### src/rtl/mvd_pkg.sv
// ----------------------------------------------------------------------------
// mvd_pkg
// Shared types and constants for the mode-vote downscaler with run-length
// output.
// ----------------------------------------------------------------------------
package mvd_pkg;

	localparam int PIX_W      = 8;
	localparam int CLS_W      = 5;
	localparam int RUN_W      = 19;
	localparam int SIDE_W     = 11;
	localparam int MIN_W      = 10;
	localparam int CFG_DATA_W = 11;
	localparam int CFG_IDX_W  = 2;
	localparam int Q_DEPTH    = 4;

	localparam logic [RUN_W-1:0] RUN_MAX  = '1;
	localparam logic [RUN_W-1:0] RUN_ONE  = RUN_W'(1);
	localparam int               SIDE_MIN = 2;

	// value / 10 for 8-bit values: (v * 205) >> 11
	localparam logic [2*PIX_W-1:0] DIV10_MUL = (2*PIX_W)'(205);
	localparam int                 DIV10_SH  = 11;

	localparam logic [CFG_IDX_W-1:0] CFG_COMPRESS = 2'd0;
	localparam logic [CFG_IDX_W-1:0] CFG_WIDTH    = 2'd1;
	localparam logic [CFG_IDX_W-1:0] CFG_HEIGHT   = 2'd2;
	localparam logic [CFG_IDX_W-1:0] CFG_MIN_SIDE = 2'd3;

	localparam logic [SIDE_W-1:0] WIDTH_RST    = 11'd64;
	localparam logic [SIDE_W-1:0] HEIGHT_RST   = 11'd64;
	localparam logic [MIN_W-1:0]  MIN_SIDE_RST = 10'd20;

	// one queued job for the back end
	typedef struct packed {
		logic             rej;
		logic             last;
		logic [PIX_W-1:0] value;
		logic [CLS_W-1:0] cls;
	} mvd_cmd_t;

	typedef struct packed {
		logic [PIX_W-1:0] value;
		logic [RUN_W-1:0] len;
		logic             eof;
		logic             rej;
	} mvd_res_t;

endpackage

### src/rtl/mvd_fifo.sv
// ----------------------------------------------------------------------------
// mvd_fifo
// Short job queue between the front and back ends.
// ----------------------------------------------------------------------------
module mvd_fifo (
	input  logic              clk,
	input  logic              arst_n,
	input  logic              push,
	input  mvd_pkg::mvd_cmd_t wdata,
	output logic              full,
	input  logic              pop,
	output mvd_pkg::mvd_cmd_t rdata,
	output logic              empty
);

	import mvd_pkg::*;

	localparam int PW = $clog2(Q_DEPTH);
	localparam int NW = $clog2(Q_DEPTH + 1);

	mvd_cmd_t        mem_q [Q_DEPTH];
	logic [PW-1:0]   wp_q, rp_q;
	logic [NW-1:0]   cnt_q;

	assign full  = cnt_q == NW'(Q_DEPTH);
	assign empty = cnt_q == '0;
	assign rdata = mem_q[rp_q];

	always_ff @(posedge clk or negedge arst_n) begin
		if (!arst_n) begin
			wp_q  <= '0;
			rp_q  <= '0;
			cnt_q <= '0;
		end else begin
			if (push) begin
				wp_q <= wp_q + PW'(1);
			end
			if (pop) begin
				rp_q <= rp_q + PW'(1);
			end
			if (push && !pop) begin
				cnt_q <= cnt_q + NW'(1);
			end else if (pop && !push) begin
				cnt_q <= cnt_q - NW'(1);
			end
		end
	end

	always_ff @(posedge clk) begin
		if (push) begin
			mem_q[wp_q] <= wdata;
		end
	end

	assert property (@(posedge clk) disable iff (!arst_n)
		!(push && full) && !(pop && empty))
		else $error("queue overrun or underrun");

endmodule

### config.mk
export PLATFORM = sky130hd
export DESIGN_NAME = mvd_fifo
export DESIGN_NICKNAME = d
export VERILOG_FILES = /design/src/rtl/mvd_pkg.sv /design/src/rtl/mvd_fifo.sv
export SDC_FILE = /design/constraint.sdc
export NUM_CORES = 1
export LEC_CHECK = 0
export BUFFER_PORTS_ARGS = -buffer_cell sky130_fd_sc_hd__buf_2
export CORE_ASPECT_RATIO = 1.75
export CORE_MARGIN = 8
export CORE_UTILIZATION = 45
export DETAILED_ROUTE_END_ITERATION = 8
export GPL_ROUTABILITY_DRIVEN = 0
export GPL_TIMING_DRIVEN = 0
export PLACE_DENSITY = 0.76
export SLEW_MARGIN = 20
export SYNTH_ARGS = -nofsm -noshare
export SYNTH_HDL_FRONTEND = slang
export SYNTH_SLANG_ARGS = --single-unit
export TNS_END_PERCENT = 1
### constraint.sdc
create_clock -name clk -period 4.1 [get_ports clk]
set_input_delay 1.23 -clock clk [delete_from_list [all_inputs] [get_ports clk]]
set_output_delay 1.23 -clock clk [all_outputs]
set_load 0.1 [all_outputs]
==> summary.md <==
| Metric | Value |
|---|---|
| Status | `complete, no violations` |
| Clock Skew | `5.984 ps` |
| Flops & latches, synth | `between 60 and 70` |
| Synthesized area per cell | `22.99 sq um` |
| Initial Util | `46.51%` |
| Synthesized instance count | `113` |
| Commonest cells post-synth | `60 x edfxtp_1, 8 x mux4_2, 7 x dfrtp_1, 7 x mux4_1, 5 x ha_1` |
| Area contributors post-synth | `edfxtp_1 69%, mux4_1 7.1%, mux4_2 6.9%` |
| CP max stage delay | `430 ps` |
| Final WL | `4285 microns` |
| Ant. Diodes | `0` |
| Max-cap violations | `0` |
| CP endpoint kind | `output port` |
| Vias after detailed routing | `1,198` |
| 1st-pass router iterations | `4` |
| Placed Area | `2868 sq um` |
| Area share of the largest cell type after synthesis | `roughly 70%` |
| Setup WS post-layout | `1035 ps` |
| Slowest CP cell | `buf_2` |
| Place WS | `approximately 1400 ps` |
| Yosys top cell by area | `edfxtp_1` |
| Core area | `5585 sq um` |
| Total Neg Setup Slack | `0 ps` |
| Reg-to-Reg End | `mem_q[0][8]` |
| Crit path cell chain | `buf_2 -> buf_2 -> mux4_2 -> buf_2` |
| Clock buffer depth | `2` |
| Worst path bufs/invs | `3` |
| Clk root buf | `clkbuf_8` |
| Total gr overflow | `0` |
| Post-synthesis sequential area ratio | `~76%` |
| TritonCTS buffer count | `9` |
| Routed vias/inst | `4.992` |
| Hold Crit Start | `cnt_q[2]` |
| Final-report hold violation count | `0` |
| Count leader, synth | `edfxtp_1` |
| Fraction of layout cells with a size suffix above 1 | `roughly two fifths` |
| CTS tree | `done` |
| Hold Buf Count CTS | `0` |
| Post-synth EDFFs | `60` |
| Overall fraction of global-route tracks in use | `11.81%` |
| Largest net degree at the start of global routing | `16` |
| R2r setup slk | `2420 ps` |
| H-tree levels | `3` |
| Required time of the worst setup path | `2870 ps` |
| Nets | `184` |
| Postcts setup bufs | `0` |
| Dpl hpwl | `3039 microns` |
| Critical Path AT | `1840 ps` |
| Filler Cell Count | `between 400 and 500` |
| Min-Delay Endpoint | `cnt_q[2]` |
| Drt drc | `0` |
| Tmin final | `3065 ps` |
| Yosys warns | `0` |
| Reg clk slew, reported paths | `70 ps` |
| Fmax | `0.3262 GHz` |
| Critical path's most frequent cell | `buf_2` |
| Starting DRC count in detailed routing | `90` |
| Tcrit/Tclk final | `74.76%` |
| Count of cell types in the netlist | `19` |
| Site Rows | `36` |
| Die area | `roughly 8600 sq um` |
| Syn nets | `138` |
| Avg WL per Cell | `17.85 microns` |
| Initial antenna violation count | `0` |
| Area delta synth->final | `19.12%` |
| Clk Latency, worst-skew pair | `340 ps` |
| FF-to-FF Start | `wp_q[0]` |
| Chip height | `approximately 120 microns` |
| Worst-margin pin slew | `787.0 ps` |
| Hold WC Path Type | `reg2reg` |
| Synth async-reset ratio | `10.45%` |
| Worst hold stages | `1` |
| Clk sinks | `67` |
| Worst setup SP type | `flop` |
| Final max-slew violation count | `0` |
| RSZ-0062 raised after global routing | `no` |
| CP max FO | `10` |
| Crit path max-delay family | `buffers and inverters` |
| Port buffer count | `35` |
| Setup violations, final | `0` |
| Post-Syn Area | `2597 sq um` |
| Chip Width | `73.43 microns` |
| Final ANT Viol Nets | `0` |
| Critical path type | `reg2out` |
| Post-CTS Resized | `0` |
| Fin Hold WS | `493.9 ps` |
| Vias in the first global route | `1,401` |
| First-pass GRT wire length | `6996 microns` |
| Top-level port count | `36` |
| Post-synth top flop | `edfxtp_1` |
| Max-slew headroom | `around 48%` |
| Final instance area | `3094 sq um` |
| R2R depth | `3` |
==> sequential cells by signal, summed over array words and instances (netlist names) <==
register and flops:
wp_q 2, cnt_q 3, mem_q 60, rp_q 2
==> layer usage <==
layer  track usage (%)  share of wire [%]  up-vias
li1                  -                  -      549
met1             10.73                 36      605
met2             20.04                 55       34
met3             5.589                5.6       10
met4             8.188                2.8        0
met5                 0                  0        -
==> final cells by class <==
class                      instances  area [sq um]  area share, %
inverter                           4         15.01         0.4852
clock inverter                     5         75.07          2.426
multi-input combinational         38         564.3          18.24
sequential                        67          1977          63.89
clock buffer                      11         151.4          4.893
timing repair buffer              35         175.2          5.661
tap                               76         95.09          3.073
buffer                             4         41.29          1.334
==> worst max-delay path by stage <==
stage                   from       end  slack (ps)  cells after the start
global placement     rp_q[0]  rdata[6]        1420                      4
CTS                  rp_q[1]  rdata[6]         990                      4
global route         rp_q[1]  rdata[6]         920                      4
finish               rp_q[1]  rdata[6]        1030                      4
detailed placement   rp_q[1]  rdata[6]        1370                      4
floorplan           cnt_q[0]      full         220                      1
==> placed cells by master, fill, tap and decap left out, drive strengths merged <==
master,count
dfrtp,7
nor3,1
fa,1
edfxtp,60
nand2,2
ha,5
nor2,1
xor2,4
nor3b,1
buf,39
xnor2,2
clkinv,3
inv,4
bufinv,2
o21ai,1
clkbuf,11
mux2,1
mux4,15
and2,4
==> per-stage QoR <==
step / utilization (%) / std cells
after CTS: 55.40 / 240
after global routing: 55.40 / 240
after detailed placement: 51.34 / 224
final: 55.40 / 240
after global placement: 51.34 / 224
after floorplan: - / 113
==> worst reg2reg max path, stage by stage, from the launching register on <==
cell	delay, ps
dfrtp_1	420
inv_1	100
ha_1	150
and2_1	640
==> logic make-up after synthesis <==
kind of cell             synth area share (%)
adder cells (fa/ha/maj)                 3.179
AND/OR/NAND/NOR                         1.878
buffers and inverters                   2.167
XOR/XNOR                                2.023
flip-flops                              76.11
AO/OA/AOI/OAI                          0.1925
multiplexers                            14.45
Power is left out: the tool's default activity adds up to more than one toggle a clock period on the data nets, which glitch-free logic cannot reach.
