[src/rtl/mvd_pkg.sv]
// ----------------------------------------------------------------------------
// mvd_pkg
// Shared types and constants for the mode-vote downscaler with run-length
// output.
// ----------------------------------------------------------------------------
package mvd_pkg;

	localparam int PIX_W      = 8;
	localparam int CLS_W      = 5;
	localparam int RUN_W      = 19;
	localparam int SIDE_W     = 11;
	localparam int MIN_W      = 10;
	localparam int CFG_DATA_W = 11;
	localparam int CFG_IDX_W  = 2;
	localparam int Q_DEPTH    = 4;

	localparam logic [RUN_W-1:0] RUN_MAX  = '1;
	localparam logic [RUN_W-1:0] RUN_ONE  = RUN_W'(1);
	localparam int               SIDE_MIN = 2;

	// value / 10 for 8-bit values: (v * 205) >> 11
	localparam logic [2*PIX_W-1:0] DIV10_MUL = (2*PIX_W)'(205);
	localparam int                 DIV10_SH  = 11;

	localparam logic [CFG_IDX_W-1:0] CFG_COMPRESS = 2'd0;
	localparam logic [CFG_IDX_W-1:0] CFG_WIDTH    = 2'd1;
	localparam logic [CFG_IDX_W-1:0] CFG_HEIGHT   = 2'd2;
	localparam logic [CFG_IDX_W-1:0] CFG_MIN_SIDE = 2'd3;

	localparam logic [SIDE_W-1:0] WIDTH_RST    = 11'd64;
	localparam logic [SIDE_W-1:0] HEIGHT_RST   = 11'd64;
	localparam logic [MIN_W-1:0]  MIN_SIDE_RST = 10'd20;

	// one queued job for the back end
	typedef struct packed {
		logic             rej;
		logic             last;
		logic [PIX_W-1:0] value;
		logic [CLS_W-1:0] cls;
	} mvd_cmd_t;

	typedef struct packed {
		logic [PIX_W-1:0] value;
		logic [RUN_W-1:0] len;
		logic             eof;
		logic             rej;
	} mvd_res_t;

endpackage

[src/rtl/mvd_back.sv]
// ----------------------------------------------------------------------------
// mvd_back
// Run tracker and result register; a second result of a job waits in a
// holding register.
// ----------------------------------------------------------------------------
module mvd_back (
	input  logic                       clk,
	input  logic                       arst_n,
	input  logic                       compress_mode,
	input  logic                       q_empty,
	input  mvd_pkg::mvd_cmd_t          q_data,
	output logic                       q_pop,
	output logic                       result_valid,
	input  logic                       result_stall,
	output logic [mvd_pkg::PIX_W-1:0]  value,
	output logic [mvd_pkg::RUN_W-1:0]  run_length,
	output logic                       end_of_frame,
	output logic                       rejected
);

	import mvd_pkg::*;

	logic             out_valid_q, pend_valid_q;
	mvd_res_t         out_q, pend_q;
	logic             run_open_q;
	logic [CLS_W-1:0] run_class_q;
	logic [RUN_W-1:0] run_count_q;

	logic             take, out_free;
	logic [1:0]       n;
	mvd_res_t         r0, r1, fl;
	logic             nx_open;
	logic [CLS_W-1:0] nx_class;
	logic [RUN_W-1:0] nx_count;

	assign take     = out_valid_q && !result_stall;
	assign out_free = !out_valid_q || take;
	assign q_pop    = !q_empty && !pend_valid_q && out_free;

	always_comb begin
		n        = 2'd0;
		r0       = '0;
		r1       = '0;
		fl       = '0;
		nx_open  = run_open_q;
		nx_class = run_class_q;
		nx_count = run_count_q;
		if (q_data.rej) begin
			r0       = '{value: '0, len: '0, eof: 1'b1, rej: 1'b1};
			n        = 2'd1;
			nx_open  = 1'b0;
			nx_class = '0;
			nx_count = '0;
		end else if (!compress_mode) begin
			r0 = '{value: q_data.value, len: RUN_ONE, eof: q_data.last, rej: 1'b0};
			n  = 2'd1;
			if (q_data.last) begin
				nx_open = 1'b0;
			end
		end else begin
			if (run_open_q && q_data.cls == run_class_q) begin
				if (run_count_q < RUN_MAX) begin
					nx_count = run_count_q + RUN_ONE;
				end
			end else begin
				if (run_open_q) begin
					r0 = '{value: PIX_W'(run_class_q), len: run_count_q,
					       eof: 1'b0, rej: 1'b0};
					n  = 2'd1;
				end
				nx_class = q_data.cls;
				nx_count = RUN_ONE;
				nx_open  = 1'b1;
			end
			if (q_data.last) begin
				fl = '{value: PIX_W'(nx_class), len: nx_count, eof: 1'b1, rej: 1'b0};
				if (n == 2'd0) begin
					r0 = fl;
				end else begin
					r1 = fl;
				end
				n        = n + 2'd1;
				nx_open  = 1'b0;
				nx_class = '0;
				nx_count = '0;
			end
		end
	end

	always_ff @(posedge clk or negedge arst_n) begin
		if (!arst_n) begin
			out_valid_q  <= 1'b0;
			pend_valid_q <= 1'b0;
			run_open_q   <= 1'b0;
			run_class_q  <= '0;
			run_count_q  <= '0;
		end else begin
			if (pend_valid_q && out_free) begin
				out_valid_q  <= 1'b1;
				pend_valid_q <= 1'b0;
			end else if (q_pop) begin
				out_valid_q  <= n != 2'd0;
				pend_valid_q <= n == 2'd2;
			end else if (take) begin
				out_valid_q <= 1'b0;
			end
			if (q_pop) begin
				run_open_q  <= nx_open;
				run_class_q <= nx_class;
				run_count_q <= nx_count;
			end
		end
	end

	always_ff @(posedge clk) begin
		if (pend_valid_q && out_free) begin
			out_q <= pend_q;
		end else if (q_pop) begin
			out_q  <= r0;
			pend_q <= r1;
		end
	end

	assign result_valid = out_valid_q;
	assign value        = out_q.value;
	assign run_length   = out_q.len;
	assign end_of_frame = out_q.eof;
	assign rejected     = out_q.rej;

	assert property (@(posedge clk) disable iff (!arst_n)
		pend_valid_q |-> out_valid_q)
		else $error("held result without a result in the output register");

	assert property (@(posedge clk) disable iff (!arst_n)
		run_open_q |-> run_count_q != '0)
		else $error("open run with zero count");

	assert property (@(posedge clk) disable iff (!arst_n)
		(out_valid_q && out_q.rej) |-> (out_q.eof && out_q.len == '0))
		else $error("rejection result must close the frame with zero length");

endmodule

[config.mk]
export PLATFORM = sky130hd
export DESIGN_NAME = mvd_back
export DESIGN_NICKNAME = d
export VERILOG_FILES = /design/src/rtl/mvd_pkg.sv /design/src/rtl/mvd_back.sv
export SDC_FILE = /design/constraint.sdc
export NUM_CORES = 1
export LEC_CHECK = 0
export CAP_MARGIN = 15
export CORE_MARGIN = 8
export CORE_UTILIZATION = 55
export CTS_BUF_LIST = sky130_fd_sc_hd__clkbuf_4 sky130_fd_sc_hd__clkbuf_8
export CTS_CLUSTER_SIZE = 28
export DETAILED_ROUTE_END_ITERATION = 10
export DONT_BUFFER_PORTS = 1
export GPL_TIMING_DRIVEN = 0
export PLACE_DENSITY = 0.7
export SLEW_MARGIN = 0
export SYNTH_ARGS = -nofsm -noshare
export SYNTH_HDL_FRONTEND = slang
export SYNTH_SLANG_ARGS = --single-unit
[constraint.sdc]
create_clock -name clk -period 3.9 [get_ports clk]
set_clock_uncertainty 0.05 [all_clocks]
set_input_delay 0 -clock clk [delete_from_list [all_inputs] [get_ports clk]]
set_output_delay 0 -clock clk [all_outputs]
set_load 0.02 [all_outputs]
==> results.py <==
metrics = {
    "run_status": {
        "status": "complete, no violations",
    },
    "global_route": {
        "use_met2_pct": 33.19,
        "antenna_found_initial": 1,
        "grt_pass1_wl_um": 17200,
        "grt_use_met1_pct": 28.30,
        "grt_overflow": 0,
        "gr-usage-all-layers_pct": 21.48,
        "gr-usage-met3_pct": 4.217,
        "grt_max_degree": 30,
        "grt_pass1_vias": 3320,
        "top_usage_layer": "met2",
    },
    "detailed_routing": {
        "wl_per_cell_um": 19.27,
        "drt_iter0_markers": 326,
        "vias_per_cell": 6.145,
        "drc": 0,
        "postRouteWirelength_um": 10790,
        "drt_pass1_iterations": 5,
        "final_antenna_net_count": 0,
        "vias": 3441,
    },
    "placed_design": {
        "dpl.hpwl_um": 7232,
        "io_buffers": 0,
        "place.gp.congestion": 0.8853,
    },
    "yosys": {
        "syn_inst": 404,
        "synth-edff-count": 54,
        "synthFlopType": "edfxtp_1",
        "async_flop_share_pct": 33.33,
        "synth_cell_type_count": 51,
        "ys_seq_area_share_pct": 54.66,
        "syn_area_per_cell_sq_um": 10.40,
        "yosys_warnings": 0,
        "syn_area_sq_mm": 0.004203,
        "ys_seq_elements": 81,
    },
    "final_layout": {
        "fin_nets": 476,
        "register_area_sq_mm": 0.002297,
        "mostFrequentLayoutCell": "edfxtp_1",
        "drive_gt1_share_pct": 7.002,
        "nFillCells": 599,
        "final_cell_mix": "edfxtp_1, nand2_1, a21oi_1, o21ai_0, dfrtp_1",
        "multi_input_area_sq_mm": 0.001836,
        "final_util_pct": 63.38,
        "areaGrowthSynthToFinish_pct": 14.11,
    },
    "critical_path": {
        "worst_setup_path_end_kind": "flop",
        "crit_arrival_ns": 3.01,
        "critPathRequiredTime_ns": 3.84,
        "crit_type": "flop to flop",
        "rrSetupSlack_ns": 0.84,
        "reg2reg_depth": 4,
        "worstReg2RegStart": "result_valid",
        "reg2reg_to": "run_length[12]",
        "cp_max_fo": 29,
        "startpoint_type": "flop",
    },
    "timing": {
        "hold_violations": 0,
        "rsz0062_at_grt": "no",
        "final.period_utilization_pct": 78.50,
        "setup_viol": 0,
        "slew_headroom_pct": 34.79,
        "finalSetupTns_ns": 0,
        "layout_min_cycle_time_ns": 3.062,
        "worstMarginPinSlew_ns": 0.9679,
        "final-max-slew-violation-count": 0,
        "timing.fmax_mhz": 326.6,
    },
    "cts": {
        "htree_levels": 3,
        "cts_root_buf": "clkbuf_8",
        "clockBufferDepth": 2,
        "post_cts_buffers": 0,
        "cts_resized": 0,
        "clkLatencyLatePin_ns": 0.37,
        "cts_tree": "yes",
        "path_clk_slew_ns": 0.09,
        "cts_sinks": 81,
        "cts_made_buffers": 9,
    },
    "floorplanning": {
        "die_h_um": 103.4,
        "fp.dieW_um": 103.4,
        "dieArea_sq_mm": 0.01069,
        "core_sq_mm": 0.007567,
        "rows": 32,
        "initial_core_util_pct": 55.54,
        "ios": 51,
    },
    "power": {
        "power.leakage_uw": 0.001790,
        "ir_worst_vdd_uv": 184.9,
        "power_density_mw_per_mm2": 358.9,
    },
    "hold_path": {
        "min-delay-start": "q_data[13]",
        "hold_depth": 3,
        "hold_end": "end_of_frame",
        "min_path_type": "input port to flop",
    },
    "flow_run": {
        "drv_cap": 0,
    },
}
## synth_stat cells (all sizes together), types with 7 or more instances
library cell  instances  area (sq um)
edfxtp               54          1622
and4                  7         63.81
mux2i                11         110.1
a21oi                36         180.2
clkbuf               17         65.06
inv                   8         30.03
o31ai                 7         52.55
o21ai                39         195.2
nand4                10         62.56
a21o                  9         67.56
nor2                 18         67.56
buf                   8         51.29
nand3                17         97.60
and2                 12         75.07
and3                  7         43.79
dfrtp                27         675.7
nor3                  8         40.04
nand2                41         153.9
o211ai               10         75.07
## stage by stage
stage / setup WS [ns] / total power [uW] / hold WS, ns / cell area [sq um] / instances
floorplan: 0.9118 / 1138 / -0.3456 / 4267 / 421
global placement: -0.4175 / 1178 / -0.3446 / 4394 / 523
detailed placement: 0.8242 / 1188 / -0.3447 / 4437 / 525
CTS: 0.8079 / 1725 / 0.01171 / 4793 / 559
global route: 0.6723 / 1786 / 0.05274 / 4796 / 560
finish: 0.8385 / 1721 / 0.02706 / 4796 / 560
## worst max-delay path, cell delays in order, from the launching register on
cell and delay, ns:
dfrtp_1 0.54, a21boi_0 0.34, clkbuf_1 0.47, clkbuf_1 0.55
or2_2 0.72
## registers in the layout (all words and copies together) (netlist names), 5 cells and up
| signal | flops |
|---|---|
| pend_q | 25 |
| value | 8 |
| run_class_q | 5 |
| run_count_q | 19 |
| run_length | 19 |
## per-layer routing
| layer | share of wire, % | wire [um] |
|---|---|---|
| met5 | 0 | 0 |
| met3 | 7.5 | 808 |
| met4 | 2.5 | 273 |
| met1 | 44 | 4797 |
| met2 | 46 | 4911 |
## how the worst max path moves through the flow
stage,end,from,cells past startpoint,slack (ns)
2_1_floorplan,pend_q[10],result_valid,1,0.91
3_3_place_gp,pend_q[4],result_valid,1,-0.42
3_5_place_dp,run_length[11],result_valid,4,0.82
4_1_cts,run_length[12],result_valid,4,0.81
5_1_grt,run_length[12],result_valid,4,0.67
6_report,run_length[12],result_valid,4,0.84
## what timing repair did
item / in CTS / in global routing
endpoints found under the hold margin: 64 / 0
hold buffers: 19 / 0
setup endpoints to repair: 0 / 0
## area by class of cell
| type | count | share of cell area [%] |
|---|---|---|
| Antenna cell | 1 | 0.05218 |
| Buffer | 25 | 2.426 |
| Clock buffer | 10 | 2.739 |
| Clock inverter | 5 | 0.5218 |
| Inverter | 8 | 0.6261 |
| Multi-Input combinational cell | 307 | 38.27 |
| Sequential cell | 81 | 47.90 |
| Tap cell | 102 | 2.661 |
| Timing Repair Buffer | 21 | 4.800 |
## kinds of logic after synthesis
| logic type | count (synthesis) | synth area share (%) |
|---|---|---|
| AO/OA/AOI/OAI | 131 | 19.47 |
| XOR/XNOR | 5 | 1.042 |
| adder cells (fa/ha/maj) | 3 | 0.8932 |
| buffers and inverters | 33 | 3.483 |
| flip-flops | 81 | 54.66 |
| multiplexers | 11 | 2.620 |
| other | 1 | 0.08923 |
| AND/OR/NAND/NOR | 139 | 17.74 |
## power by group
| group | total (uW) | internal [uW] | switching, uW |
|---|---|---|---|
| logic | 175 | 63.1 | 112 |
| registers | 1020 | 972 | 50.7 |
| clock network | 524 | 228 | 296 |
Note: power is estimated with default switching activity, not from simulation.
